<file path="src/hdl/glo_pkg.sv">
// ----------------------------------------------------------------------------
// glo_pkg: shared types and constants of the grid line overlay
// Field widths, register indexes, the queued item and the setup sequencer
// state.
// ----------------------------------------------------------------------------
package glo_pkg;

  // Field and register widths
  localparam int PIX_W      = 24;
  localparam int DIM_W      = 13;
  localparam int THK_W      = 12;
  localparam int CFG_IDX_W  = 3;
  localparam int CFG_DATA_W = 24;

  // Depth of the queue between front and back
  localparam int QUEUE_DEPTH = 4;
  localparam int QPTR_W      = $clog2(QUEUE_DEPTH);

  // Register indexes
  localparam logic [CFG_IDX_W-1:0] REG_FRAME_WIDTH    = 3'd0;
  localparam logic [CFG_IDX_W-1:0] REG_FRAME_HEIGHT   = 3'd1;
  localparam logic [CFG_IDX_W-1:0] REG_COLUMN_PARTS   = 3'd2;
  localparam logic [CFG_IDX_W-1:0] REG_ROW_PARTS      = 3'd3;
  localparam logic [CFG_IDX_W-1:0] REG_LINE_THICKNESS = 3'd4;
  localparam logic [CFG_IDX_W-1:0] REG_LINE_COLOR     = 3'd5;

  // Classified item handed from front to back
  typedef struct packed {
    logic [PIX_W-1:0] pixel;
    logic             paint;
    logic             frame_end;
  } glo_item_t;

  // Setup sequencer: part sizes, line limits, band counters
  typedef enum logic [2:0] {
    SEQ_DIV_PW,
    SEQ_DIV_PH,
    SEQ_MUL,
    SEQ_DIV_C0,
    SEQ_DIV_C,
    SEQ_DIV_R0,
    SEQ_DIV_R,
    SEQ_IDLE
  } seq_state_t;

endpackage

</file>
<file path="src/hdl/glo_div.sv">
// ----------------------------------------------------------------------------
// glo_div: iterative unsigned divider
// Restoring division, one quotient bit per cycle while busy, MSB first. A start
// reloads the unit at any time; done pulses for one cycle, set with the last step.
// ----------------------------------------------------------------------------
module glo_div #(
  parameter int DVD_W = 14,
  parameter int DVS_W = 13
) (
  input  logic             clk,
  input  logic             rst,
  input  logic             start,
  input  logic [DVD_W-1:0] dividend,
  input  logic [DVS_W-1:0] divisor,
  output logic             done,
  output logic [DVD_W-1:0] quotient,
  output logic [DVS_W-1:0] remainder
);

  localparam int CNT_W = $clog2(DVD_W + 1);

  logic             busy;
  logic [CNT_W-1:0] cnt;
  logic [DVD_W-1:0] quo;
  logic [DVS_W-1:0] rem;
  logic [DVS_W-1:0] dvs;
  logic [DVS_W:0]   rem_sh;
  logic [DVS_W:0]   diff;
  logic             ge;

  // Trial subtract of the shifted partial remainder
  always_comb begin
    rem_sh = {rem, quo[DVD_W-1]};
    diff   = rem_sh - {1'b0, dvs};
    ge     = rem_sh >= {1'b0, dvs};
  end

  // Step sequencing
  always_ff @(posedge clk) begin
    if (rst) begin
      busy <= 1'b0;
      done <= 1'b0;
      cnt  <= '0;
    end else if (start) begin
      busy <= 1'b1;
      done <= 1'b0;
      cnt  <= '0;
      quo  <= dividend;
      rem  <= '0;
      dvs  <= divisor;
    end else if (busy) begin
      quo <= {quo[DVD_W-2:0], ge};
      rem <= ge ? diff[DVS_W-1:0] : rem_sh[DVS_W-1:0];
      cnt <= cnt + CNT_W'(1);
      if (cnt == CNT_W'(DVD_W - 1)) begin
        busy <= 1'b0;
        done <= 1'b1;
      end
    end else begin
      done <= 1'b0;
    end
  end

  assign quotient  = quo;
  assign remainder = rem;

endmodule

</file>
<file path="src/hdl/glo_front.sv">
// ----------------------------------------------------------------------------
// glo_front: configuration, setup and pixel classification
// Holds the registers, derives part sizes and band counters with a shared
// divider, tracks column and row, and marks each accepted pixel as line or
// not before it goes into the queue.
// ----------------------------------------------------------------------------
module glo_front #(
  parameter int MAX_DIM = 4096
) (
  input  logic                              clk,
  input  logic                              rst,
  input  logic                              cfg_wr_en,
  input  logic [glo_pkg::CFG_IDX_W-1:0]     cfg_index,
  input  logic [glo_pkg::CFG_DATA_W-1:0]    cfg_data,
  input  logic                              push,
  input  logic [glo_pkg::PIX_W-1:0]         pixel_in,
  output logic                              full,
  output logic                              q_push,
  output glo_pkg::glo_item_t                q_item,
  input  logic                              q_full,
  output logic [glo_pkg::PIX_W-1:0]         line_color
);

  localparam int DIM_W = glo_pkg::DIM_W;
  localparam int THK_W = glo_pkg::THK_W;
  localparam int POS_W = $clog2(MAX_DIM);
  localparam int CW    = ((POS_W > DIM_W) ? POS_W : DIM_W) + 1;
  localparam int LIM_W = 2 * DIM_W;
  localparam int CMP_W = LIM_W + 1;

  // Configuration registers
  logic [DIM_W-1:0] frame_width;
  logic [DIM_W-1:0] frame_height;
  logic [DIM_W-1:0] column_parts;
  logic [DIM_W-1:0] row_parts;
  logic [THK_W-1:0] line_thickness;

  // Derived values
  logic [DIM_W-1:0] col_span;
  logic [DIM_W-1:0] row_span;
  logic [LIM_W-1:0] col_limit;
  logic [LIM_W-1:0] row_limit;
  logic [CW-1:0]    col_k0;
  logic [DIM_W-1:0] col_r0;
  logic [CW-1:0]    row_k0;
  logic [DIM_W-1:0] row_r0;

  // Position and band counters
  logic [POS_W-1:0] column_pos;
  logic [POS_W-1:0] row_pos;
  logic [CW-1:0]    col_k;
  logic [DIM_W-1:0] col_r;
  logic [CW-1:0]    row_k;
  logic [DIM_W-1:0] row_r;

  // Sequencer
  glo_pkg::seq_state_t state, state_next;
  logic             started;
  logic             div_state;
  logic             div_start;
  logic             div_done;
  logic [CW-1:0]    div_dvd;
  logic [DIM_W-1:0] div_dvs;
  logic [CW-1:0]    div_quo;
  logic [DIM_W-1:0] div_rem;
  logic             step_done;

  // Effective values and band bounds
  logic [DIM_W-1:0] eff_w, eff_h, eff_c, eff_r;
  logic [DIM_W-1:0] two_half;
  logic [CW-1:0]    band_top;

  // Classification
  logic accept;
  logic last_col, last_row;
  logic col_paint, row_paint;

  // Clamp zero and oversize register values
  always_comb begin
    if (frame_width == '0) begin
      eff_w = DIM_W'(1);
    end else if (32'(frame_width) > MAX_DIM) begin
      eff_w = DIM_W'(MAX_DIM);
    end else begin
      eff_w = frame_width;
    end
    if (frame_height == '0) begin
      eff_h = DIM_W'(1);
    end else if (32'(frame_height) > MAX_DIM) begin
      eff_h = DIM_W'(MAX_DIM);
    end else begin
      eff_h = frame_height;
    end
    eff_c    = (column_parts == '0) ? DIM_W'(1) : column_parts;
    eff_r    = (row_parts == '0) ? DIM_W'(1) : row_parts;
    two_half = {1'b0, line_thickness[THK_W-1:1], 1'b0};
    band_top = CW'(two_half) + CW'(line_thickness);
  end

  // Register writes
  always_ff @(posedge clk) begin
    if (rst) begin
      frame_width    <= DIM_W'(640);
      frame_height   <= DIM_W'(480);
      column_parts   <= DIM_W'(1);
      row_parts      <= DIM_W'(1);
      line_thickness <= THK_W'(1);
      line_color     <= '0;
    end else if (cfg_wr_en) begin
      case (cfg_index)
        glo_pkg::REG_FRAME_WIDTH:    frame_width    <= cfg_data[DIM_W-1:0];
        glo_pkg::REG_FRAME_HEIGHT:   frame_height   <= cfg_data[DIM_W-1:0];
        glo_pkg::REG_COLUMN_PARTS:   column_parts   <= cfg_data[DIM_W-1:0];
        glo_pkg::REG_ROW_PARTS:      row_parts      <= cfg_data[DIM_W-1:0];
        glo_pkg::REG_LINE_THICKNESS: line_thickness <= cfg_data[THK_W-1:0];
        glo_pkg::REG_LINE_COLOR:     line_color     <= cfg_data[glo_pkg::PIX_W-1:0];
        default: ;
      endcase
    end
  end

  // Shared divider
  glo_div #(
    .DVD_W (CW),
    .DVS_W (DIM_W)
  ) u_div (
    .clk       (clk),
    .rst       (rst),
    .start     (div_start),
    .dividend  (div_dvd),
    .divisor   (div_dvs),
    .done      (div_done),
    .quotient  (div_quo),
    .remainder (div_rem)
  );

  assign step_done = started && div_done;

  // Sequencer next state; any write restarts the whole setup
  always_comb begin
    state_next = state;
    if (cfg_wr_en) begin
      state_next = glo_pkg::SEQ_DIV_PW;
    end else begin
      case (state)
        glo_pkg::SEQ_DIV_PW: if (step_done) state_next = glo_pkg::SEQ_DIV_PH;
        glo_pkg::SEQ_DIV_PH: if (step_done) state_next = glo_pkg::SEQ_MUL;
        glo_pkg::SEQ_MUL:    state_next = glo_pkg::SEQ_DIV_C0;
        glo_pkg::SEQ_DIV_C0: if (step_done) state_next = glo_pkg::SEQ_DIV_C;
        glo_pkg::SEQ_DIV_C:  if (step_done) state_next = glo_pkg::SEQ_DIV_R0;
        glo_pkg::SEQ_DIV_R0: if (step_done) state_next = glo_pkg::SEQ_DIV_R;
        glo_pkg::SEQ_DIV_R:  if (step_done) state_next = glo_pkg::SEQ_IDLE;
        glo_pkg::SEQ_IDLE:   state_next = glo_pkg::SEQ_IDLE;
        default:             state_next = glo_pkg::SEQ_DIV_PW;
      endcase
    end
  end

  // Sequencer outputs: divider operands per step
  always_comb begin
    div_state = 1'b1;
    div_dvd   = '0;
    div_dvs   = DIM_W'(1);
    case (state)
      glo_pkg::SEQ_DIV_PW: begin
        div_dvd = CW'(eff_w) + CW'(eff_c) - CW'(1);
        div_dvs = eff_c;
      end
      glo_pkg::SEQ_DIV_PH: begin
        div_dvd = CW'(eff_h) + CW'(eff_r) - CW'(1);
        div_dvs = eff_r;
      end
      glo_pkg::SEQ_DIV_C0: begin
        div_dvd = CW'(two_half);
        div_dvs = col_span;
      end
      glo_pkg::SEQ_DIV_C: begin
        div_dvd = CW'(column_pos) + CW'(two_half);
        div_dvs = col_span;
      end
      glo_pkg::SEQ_DIV_R0: begin
        div_dvd = CW'(two_half);
        div_dvs = row_span;
      end
      glo_pkg::SEQ_DIV_R: begin
        div_dvd = CW'(row_pos) + CW'(two_half);
        div_dvs = row_span;
      end
      default: div_state = 1'b0;
    endcase
    div_start = div_state && !started;
  end

  // Sequencer state, divider launch and result capture
  always_ff @(posedge clk) begin
    if (rst) begin
      state   <= glo_pkg::SEQ_DIV_PW;
      started <= 1'b0;
    end else begin
      state <= state_next;
      if (cfg_wr_en || step_done) begin
        started <= 1'b0;
      end else if (div_start) begin
        started <= 1'b1;
      end
    end
    if (step_done) begin
      case (state)
        glo_pkg::SEQ_DIV_PW: col_span <= div_quo[DIM_W-1:0];
        glo_pkg::SEQ_DIV_PH: row_span <= div_quo[DIM_W-1:0];
        glo_pkg::SEQ_DIV_C0: begin
          col_k0 <= div_quo;
          col_r0 <= div_rem;
        end
        glo_pkg::SEQ_DIV_R0: begin
          row_k0 <= div_quo;
          row_r0 <= div_rem;
        end
        default: ;
      endcase
    end
    if (state == glo_pkg::SEQ_MUL) begin
      col_limit <= LIM_W'(eff_c - DIM_W'(1)) * LIM_W'(col_span);
      row_limit <= LIM_W'(eff_r - DIM_W'(1)) * LIM_W'(row_span);
    end
  end

  assign full   = (state != glo_pkg::SEQ_IDLE) || q_full;
  assign accept = push && !full;

  // Band test: k = (pos + 2h) / part, r its remainder; inside while r < 2h + t,
  // past the last division compare against its fixed limit
  always_comb begin
    last_col = CW'(column_pos) >= CW'(eff_w) - CW'(1);
    last_row = CW'(row_pos) >= CW'(eff_h) - CW'(1);
    col_paint = (eff_c != DIM_W'(1)) && (col_k != '0) &&
                ((col_k <= CW'(eff_c) - CW'(1)) ?
                 (CW'(col_r) + CW'(1) <= band_top) :
                 (CMP_W'(col_limit) + CMP_W'(line_thickness) >=
                  CMP_W'(column_pos) + CMP_W'(1)));
    row_paint = (eff_r != DIM_W'(1)) && (row_k != '0) &&
                ((row_k <= CW'(eff_r) - CW'(1)) ?
                 (CW'(row_r) + CW'(1) <= band_top) :
                 (CMP_W'(row_limit) + CMP_W'(line_thickness) >=
                  CMP_W'(row_pos) + CMP_W'(1)));
    q_push           = accept;
    q_item.pixel     = pixel_in;
    q_item.paint     = col_paint || row_paint;
    q_item.frame_end = last_col && last_row;
  end

  // Position and band counters; setup reloads the band counters
  always_ff @(posedge clk) begin
    if (rst) begin
      column_pos <= '0;
      row_pos    <= '0;
    end else if (accept) begin
      if (last_col) begin
        column_pos <= '0;
        row_pos    <= last_row ? '0 : row_pos + POS_W'(1);
      end else begin
        column_pos <= column_pos + POS_W'(1);
      end
    end
    if (step_done && state == glo_pkg::SEQ_DIV_C) begin
      col_k <= div_quo;
      col_r <= div_rem;
    end else if (accept) begin
      if (last_col) begin
        col_k <= col_k0;
        col_r <= col_r0;
      end else if (col_r + DIM_W'(1) == col_span) begin
        col_k <= col_k + CW'(1);
        col_r <= '0;
      end else begin
        col_r <= col_r + DIM_W'(1);
      end
    end
    if (step_done && state == glo_pkg::SEQ_DIV_R) begin
      row_k <= div_quo;
      row_r <= div_rem;
    end else if (accept && last_col) begin
      if (last_row) begin
        row_k <= row_k0;
        row_r <= row_r0;
      end else if (row_r + DIM_W'(1) == row_span) begin
        row_k <= row_k + CW'(1);
        row_r <= '0;
      end else begin
        row_r <= row_r + DIM_W'(1);
      end
    end
  end

endmodule

</file>
<file path="src/hdl/glo_queue.sv">
// ----------------------------------------------------------------------------
// glo_queue: short item queue between front and back
// Register-based FIFO, simultaneous push and pop in one cycle.
// ----------------------------------------------------------------------------
module glo_queue (
  input  logic               clk,
  input  logic               rst,
  input  logic               wr,
  input  glo_pkg::glo_item_t wr_item,
  output logic               q_full,
  input  logic               rd,
  output glo_pkg::glo_item_t rd_item,
  output logic               q_empty
);

  localparam int DEPTH = glo_pkg::QUEUE_DEPTH;
  localparam int PTR_W = glo_pkg::QPTR_W;
  localparam int CNT_W = PTR_W + 1;

  glo_pkg::glo_item_t slots [DEPTH];
  logic [PTR_W-1:0]   wr_ptr;
  logic [PTR_W-1:0]   rd_ptr;
  logic [CNT_W-1:0]   count;

  assign q_full  = count == CNT_W'(DEPTH);
  assign q_empty = count == '0;
  assign rd_item = slots[rd_ptr];

  // Pointers and fill count
  always_ff @(posedge clk) begin
    if (rst) begin
      wr_ptr <= '0;
      rd_ptr <= '0;
      count  <= '0;
    end else begin
      if (wr) begin
        wr_ptr <= wr_ptr + PTR_W'(1);
      end
      if (rd) begin
        rd_ptr <= rd_ptr + PTR_W'(1);
      end
      if (wr && !rd) begin
        count <= count + CNT_W'(1);
      end else if (rd && !wr) begin
        count <= count - CNT_W'(1);
      end
    end
  end

  // Item storage
  always_ff @(posedge clk) begin
    if (wr) begin
      slots[wr_ptr] <= wr_item;
    end
  end

endmodule

</file>
<file path="src/hdl/glo_back.sv">
// ----------------------------------------------------------------------------
// glo_back: line paint and result register
// Pulls classified items from the queue, substitutes the line color on
// line pixels and holds the result until it is popped.
// ----------------------------------------------------------------------------
module glo_back (
  input  logic                      clk,
  input  logic                      rst,
  input  logic                      q_empty,
  input  glo_pkg::glo_item_t        q_item,
  output logic                      q_pop,
  input  logic [glo_pkg::PIX_W-1:0] line_color,
  output logic [glo_pkg::PIX_W-1:0] pixel_out,
  output logic                      frame_end,
  output logic                      empty,
  input  logic                      pop
);

  logic out_valid;
  logic load;

  // Refill the result register when it is free or being taken
  assign load  = !q_empty && (!out_valid || pop);
  assign q_pop = load;
  assign empty = !out_valid;

  always_ff @(posedge clk) begin
    if (rst) begin
      out_valid <= 1'b0;
    end else if (load) begin
      out_valid <= 1'b1;
    end else if (pop) begin
      out_valid <= 1'b0;
    end
    if (load) begin
      pixel_out <= q_item.paint ? line_color : q_item.pixel;
      frame_end <= q_item.frame_end;
    end
  end

endmodule

</file>
<file path="src/hdl/grid_line_overlay.sv">
// ----------------------------------------------------------------------------
// grid_line_overlay: grid divider lines painted over a raster pixel stream
// Front classifies each pixel by column and row, a short queue decouples it
// from the back, which applies the line color and presents the result.
//
//   channel  | handshake            | payload
//   ---------+----------------------+---------------------------
//   input    | push / full          | pixel_in
//   result   | empty / pop          | pixel_out, frame_end
//   config   | cfg_wr_en            | cfg_index, cfg_data
//
// One pixel per clock sustained while results are popped and setup is idle;
// a pushed pixel is written into the queue, then into the result register.
// After reset and every register write the front runs its setup through one
// shared bit-serial divider (six divisions and one multiply), full held high.
// Either side may stall; the queue and result register absorb it.
// ----------------------------------------------------------------------------
module grid_line_overlay #(
  parameter int MAX_DIM = 4096
) (
  input  logic                           clk,
  input  logic                           rst,
  input  logic                           cfg_wr_en,
  input  logic [glo_pkg::CFG_IDX_W-1:0]  cfg_index,
  input  logic [glo_pkg::CFG_DATA_W-1:0] cfg_data,
  input  logic                           push,
  output logic                           full,
  input  logic [glo_pkg::PIX_W-1:0]      pixel_in,
  output logic                           empty,
  input  logic                           pop,
  output logic [glo_pkg::PIX_W-1:0]      pixel_out,
  output logic                           frame_end
);

  logic                      q_push;
  logic                      q_pop;
  logic                      q_full;
  logic                      q_empty;
  glo_pkg::glo_item_t        q_in;
  glo_pkg::glo_item_t        q_out;
  logic [glo_pkg::PIX_W-1:0] line_color;

  // Front: registers, setup, classification
  glo_front #(
    .MAX_DIM (MAX_DIM)
  ) u_front (
    .clk        (clk),
    .rst        (rst),
    .cfg_wr_en  (cfg_wr_en),
    .cfg_index  (cfg_index),
    .cfg_data   (cfg_data),
    .push       (push),
    .pixel_in   (pixel_in),
    .full       (full),
    .q_push     (q_push),
    .q_item     (q_in),
    .q_full     (q_full),
    .line_color (line_color)
  );

  // Queue between front and back
  glo_queue u_queue (
    .clk     (clk),
    .rst     (rst),
    .wr      (q_push),
    .wr_item (q_in),
    .q_full  (q_full),
    .rd      (q_pop),
    .rd_item (q_out),
    .q_empty (q_empty)
  );

  // Back: paint and result register
  glo_back u_back (
    .clk        (clk),
    .rst        (rst),
    .q_empty    (q_empty),
    .q_item     (q_out),
    .q_pop      (q_pop),
    .line_color (line_color),
    .pixel_out  (pixel_out),
    .frame_end  (frame_end),
    .empty      (empty),
    .pop        (pop)
  );

endmodule

</file>
<file path="config.mk">
export PLATFORM = sky130hd
export DESIGN_NAME = grid_line_overlay
export DESIGN_NICKNAME = d
export VERILOG_FILES = /design/src/hdl/glo_pkg.sv /design/src/hdl/glo_div.sv /design/src/hdl/glo_front.sv /design/src/hdl/glo_queue.sv /design/src/hdl/glo_back.sv /design/src/hdl/grid_line_overlay.sv
export SDC_FILE = /design/constraint.sdc
export NUM_CORES = 2
export LEC_CHECK = 0
export ABC_AREA = 1
export BUFFER_PORTS_ARGS = -buffer_cell sky130_fd_sc_hd__buf_2
export CAP_MARGIN = 20
export CORE_ASPECT_RATIO = 0.6
export CORE_MARGIN = 2
export CORE_UTILIZATION = 52
export CTS_CLUSTER_DIAMETER = 120
export DETAILED_ROUTE_END_ITERATION = 10
export PLACE_DENSITY_LB_ADDON = 0.05
export SLEW_MARGIN = 20
export SYNTH_ARGS = -nofsm -noshare
export SYNTH_HDL_FRONTEND = slang
export SYNTH_SLANG_ARGS = --single-unit
</file>
<file path="constraint.sdc">
create_clock -name clk -period 8 [get_ports clk]
set_input_delay 0.4 -clock clk [delete_from_list [all_inputs] [get_ports clk]]
set_output_delay 0.4 -clock clk [all_outputs]
set_load 0.05 [all_outputs]
</file>
==> metrics.md <==
| Metric | Value |
|---|---|
| CTS tree | yes |
| Ys Warns | 0 |
| Area grow syn2layout | 9.14% |
| Worst-skew pair later-pin latency | 0.69 ns |
| Share of synthesized registers carrying an async set or reset | 0% |
| Pwr/cell area | 229 nW/um^2 |
| DIE AREA | 83500 sq um |
| Pre-CTS WS | 0.438 ns |
| Min Hold Slack | 0.135 ns |
| Total CTS buffers | 51 |
| Worst flop-to-flop path endpoint | u_front.col_limit[19] |
| Crit path top cell by count | inv_1 |
| Status | completed |
| Vias post-DR | 35.5k |
| Critical Path End Type | flop |
| Arrival @ worst endpoint | 7.74 ns |
| Clk sinks | 487 |
| Largest net degree at the start of global routing | 103 |
| Clock skew | 0.0812 ns |
| R2R depth | 31 |
| CTS Root Cell | clkbuf_16 |
| Initial antenna violation count | 10 |
| Number of synthesized flops with an enable pin | 355 |
| Yosys reg bits | 487 |
| Share of post-route cells with drive strength above 1 | 5.87% |
| Die Y | 225 um |
| Vias in the first global route | 33.4k |
| CTS Buffer Depth | 3 |
| Startpoint type of the worst setup path | flop |
| Syn avg cell area | 8.23 sq um |
| IO Count | 83 |
| Syn Std Cell Area | 42200 sq um |
| Routability Congestion | 1.06 |
| Max Clk Rate | 0.136 GHz |
| Max-cap violations | 0 |
| Worst-path fanout max | 8 |
| Slew Viols, Final | 0 |
| Drt wl/cell | 21.8 um |
| Final Setup Violations | 0 |
| Final WS setup | 0.637 ns |
| Hold_sp | cfg_wr_en |
| Tot Pwr | 10.5 mW |
| CTS clk-pin slew, worst paths | 0.07 ns |
| RSZ-0062 raised after global routing | no |
| Top delay family on crit path | adder cells |
| Hold Path End | u_front.state[2] |
| Slew @ Worst Pin | 1.24 ns |
| Total GRT Usage | 33.7% |
| Critical path class | reg -> reg |
| Main synth FF type | edfxtp_1 |
| Fillcell total | 7535 |
| Gr ovfl total | 0 |
| TritonRoute pass-1 iters | 5 |
| Post-route minimum period | 7.36 ns |
| Syn Inst Count | 5125 |
| Worst r2r src | u_front.column_parts[4] |
| Fin Setup TNS | 0 ns |
| Number of I/O port buffers | 82 |
| Leakage | 21.3 nW |
| Vias/cell | 5.58 |
| Slowest stage delay, CP | 0.54 ns |
| Hold path cells | 4 |
| Fin crit share | 92.0% |
| Launch point of the worst path | u_front.column_parts[4] |
| Drt total wl | 139000 um |
| First-pass GRT wire length | 210000 um |
| R2r setup slk | 0.64 ns |
| Slew Limit Headroom | 16.4% |
| Seq/Total Area, Yosys | 31.6% |
| Number of library cell types mapped by synthesis | 64 |
| Row count | 80 |
| Post-route ant nets | 0 |
| Initial core utilization | 52.8% |
| Final hold violations | 0 |
| Max IR drop VDD | 0.272 mV |
| CP max stage cell | fa_1 |
| Depth of the CTS H-tree | 2 |
| Initial DRC count | 4227 |
| Core Area | 79900 sq um |
| Hold Crit Class | in -> reg |
| CP required | 8.38 ns |
| Number of remaining DRC errors | 0 |
| DP Wirelength | 109000 um |
| Fin util | 57.6% |
| Final net count | 5970 |
| Width of the chip | 372 um |
| Worst Path Buf+Inv | 9 |
[sequential cells by signal, summed over array words and instances, names as in the netlist, 14 cells and up, named ones only]
signal / cells
u_front.u_div.quotient: 14
u_front.line_color: 24
u_front.col_k: 14
u_front.col_limit: 26
u_front.row_limit: 26
u_front.col_k0: 14
u_queue.slots: 104
u_back.pixel_out: 24
u_front.row_k0: 14
u_front.row_k: 14
[layout by cell type, fill, tap and decap left out, types with 17 or more instances in the layout]
master         netlist  routed
ha_1               315     315
clkinv_1            13      18
nand3b_1            33      33
nand2_1            948     948
conb_1               2      54
edfxtp_1           355     355
buf_4                7      35
fa_1               343     343
dlygate4sd3_1        0      35
o21ai_1             32      32
nor2_1             618     608
inv_2               17      20
nor3_1              51      51
xor2_1             122     121
a21oi_1            277     276
nand3_1            238     237
clkbuf_16            0      51
nand4_1             42      42
inv_1              890     887
dfxtp_1            132     131
a31oi_1             35      34
buf_2               17      82
or2_2               24      24
o21ai_0            297     296
o22ai_1             17      17
xnor2_1             55      55
[metal layers]
layer  part of all wire, %  vias up  GRT usage, %
li1                      -    16700             -
met1                    48    17000          54.5
met2                    37     1641          43.7
met3                    13      164          9.71
met4                   1.9        6          6.62
met5                 0.023        -             0
[worst max-delay path by stage]
| stage | depth (start not counted) | endpoint |
|---|---|---|
| 4_1_cts | 37 | u_front.row_limit[25] |
| 2_1_floorplan | 37 | u_front.row_limit[25] |
| 5_1_grt | 37 | u_front.row_limit[25] |
| 6_report | 31 | u_front.col_limit[19] |
| 3_5_place_dp | 37 | u_front.row_limit[25] |
| 3_3_place_gp | 37 | u_front.row_limit[25] |
[cell type report]
cell class	count	area, sq um	area share, %
flip-flops and latches	487	13300	28.9
clock inverters	33	397	0.862
repair buffers	152	1020	2.22
diodes	4	10.0	0.0218
well taps	1066	1330	2.90
clock buffers	62	1360	2.95
multi-input cells	3644	25100	54.6
inverters	920	3450	7.50
[synthesized netlist by cell type, types with 32 or more instances]
cell      instances  area (sq um)
clkbuf_1         88           330
dfxtp_1         132          2640
o21ai_0         297          1490
nor2_1          618          2320
o21ai_1          32           160
a21oi_1         277          1390
fa_1            343          6870
inv_1           890          3340
nor3_1           51           255
xnor2_1          55           482
a31oi_1          35           219
nand3_1         238          1190
nand2_1         948          3560
nand3b_1         33           248
edfxtp_1        355         10700
ha_1            315          3940
xor2_1          122          1070
nand4_1          42           263
[tightest hold or removal path, delay by kind of cell]
| kind | cells | cell delay [ns] |
|---|---|---|
| compound gates | 1 | 0.06 |
| buf+inv | 2 | 0.13 |
| simple gates | 1 | 0.14 |
[through the flow]
step	instances	area, sq um
2_1_floorplan	5177	42400
3_3_place_gp	6234	43900
3_5_place_dp	6234	43900
4_1_cts	6364	46000
5_1_grt	6364	46000
6_report	6368	46000
[timing repair]
action                                  CTS  global route
buffers inserted                          0             0
hold buffers                             35             0
endpoints found under the setup margin    0             7
hold endpoints to repair                107             0
gates resized for setup                   0             3
[kinds of logic (layout without fill, tap and decap cells)]
group                      after synthesis  in the layout  synth area share (%)
AOI/OAI and AO/OA                      733            733                  9.38
xor gates and xnor gates               177            177                  3.68
adders and majority gates              658            658                  25.6
buffers and inverters                 1046           1167                  9.50
DFF                                    487            487                  31.6
muxes                                    1              1                0.0237
other                                    2             58                0.0178
and+or+nand+nor                       2021           2021                  20.2
[power by group]
group,switching [mW],internal [mW]
sequential,0.134,3.09
combinational,3.09,1.68
clock,1.15,1.39
(Power assumes the default switching activity.)
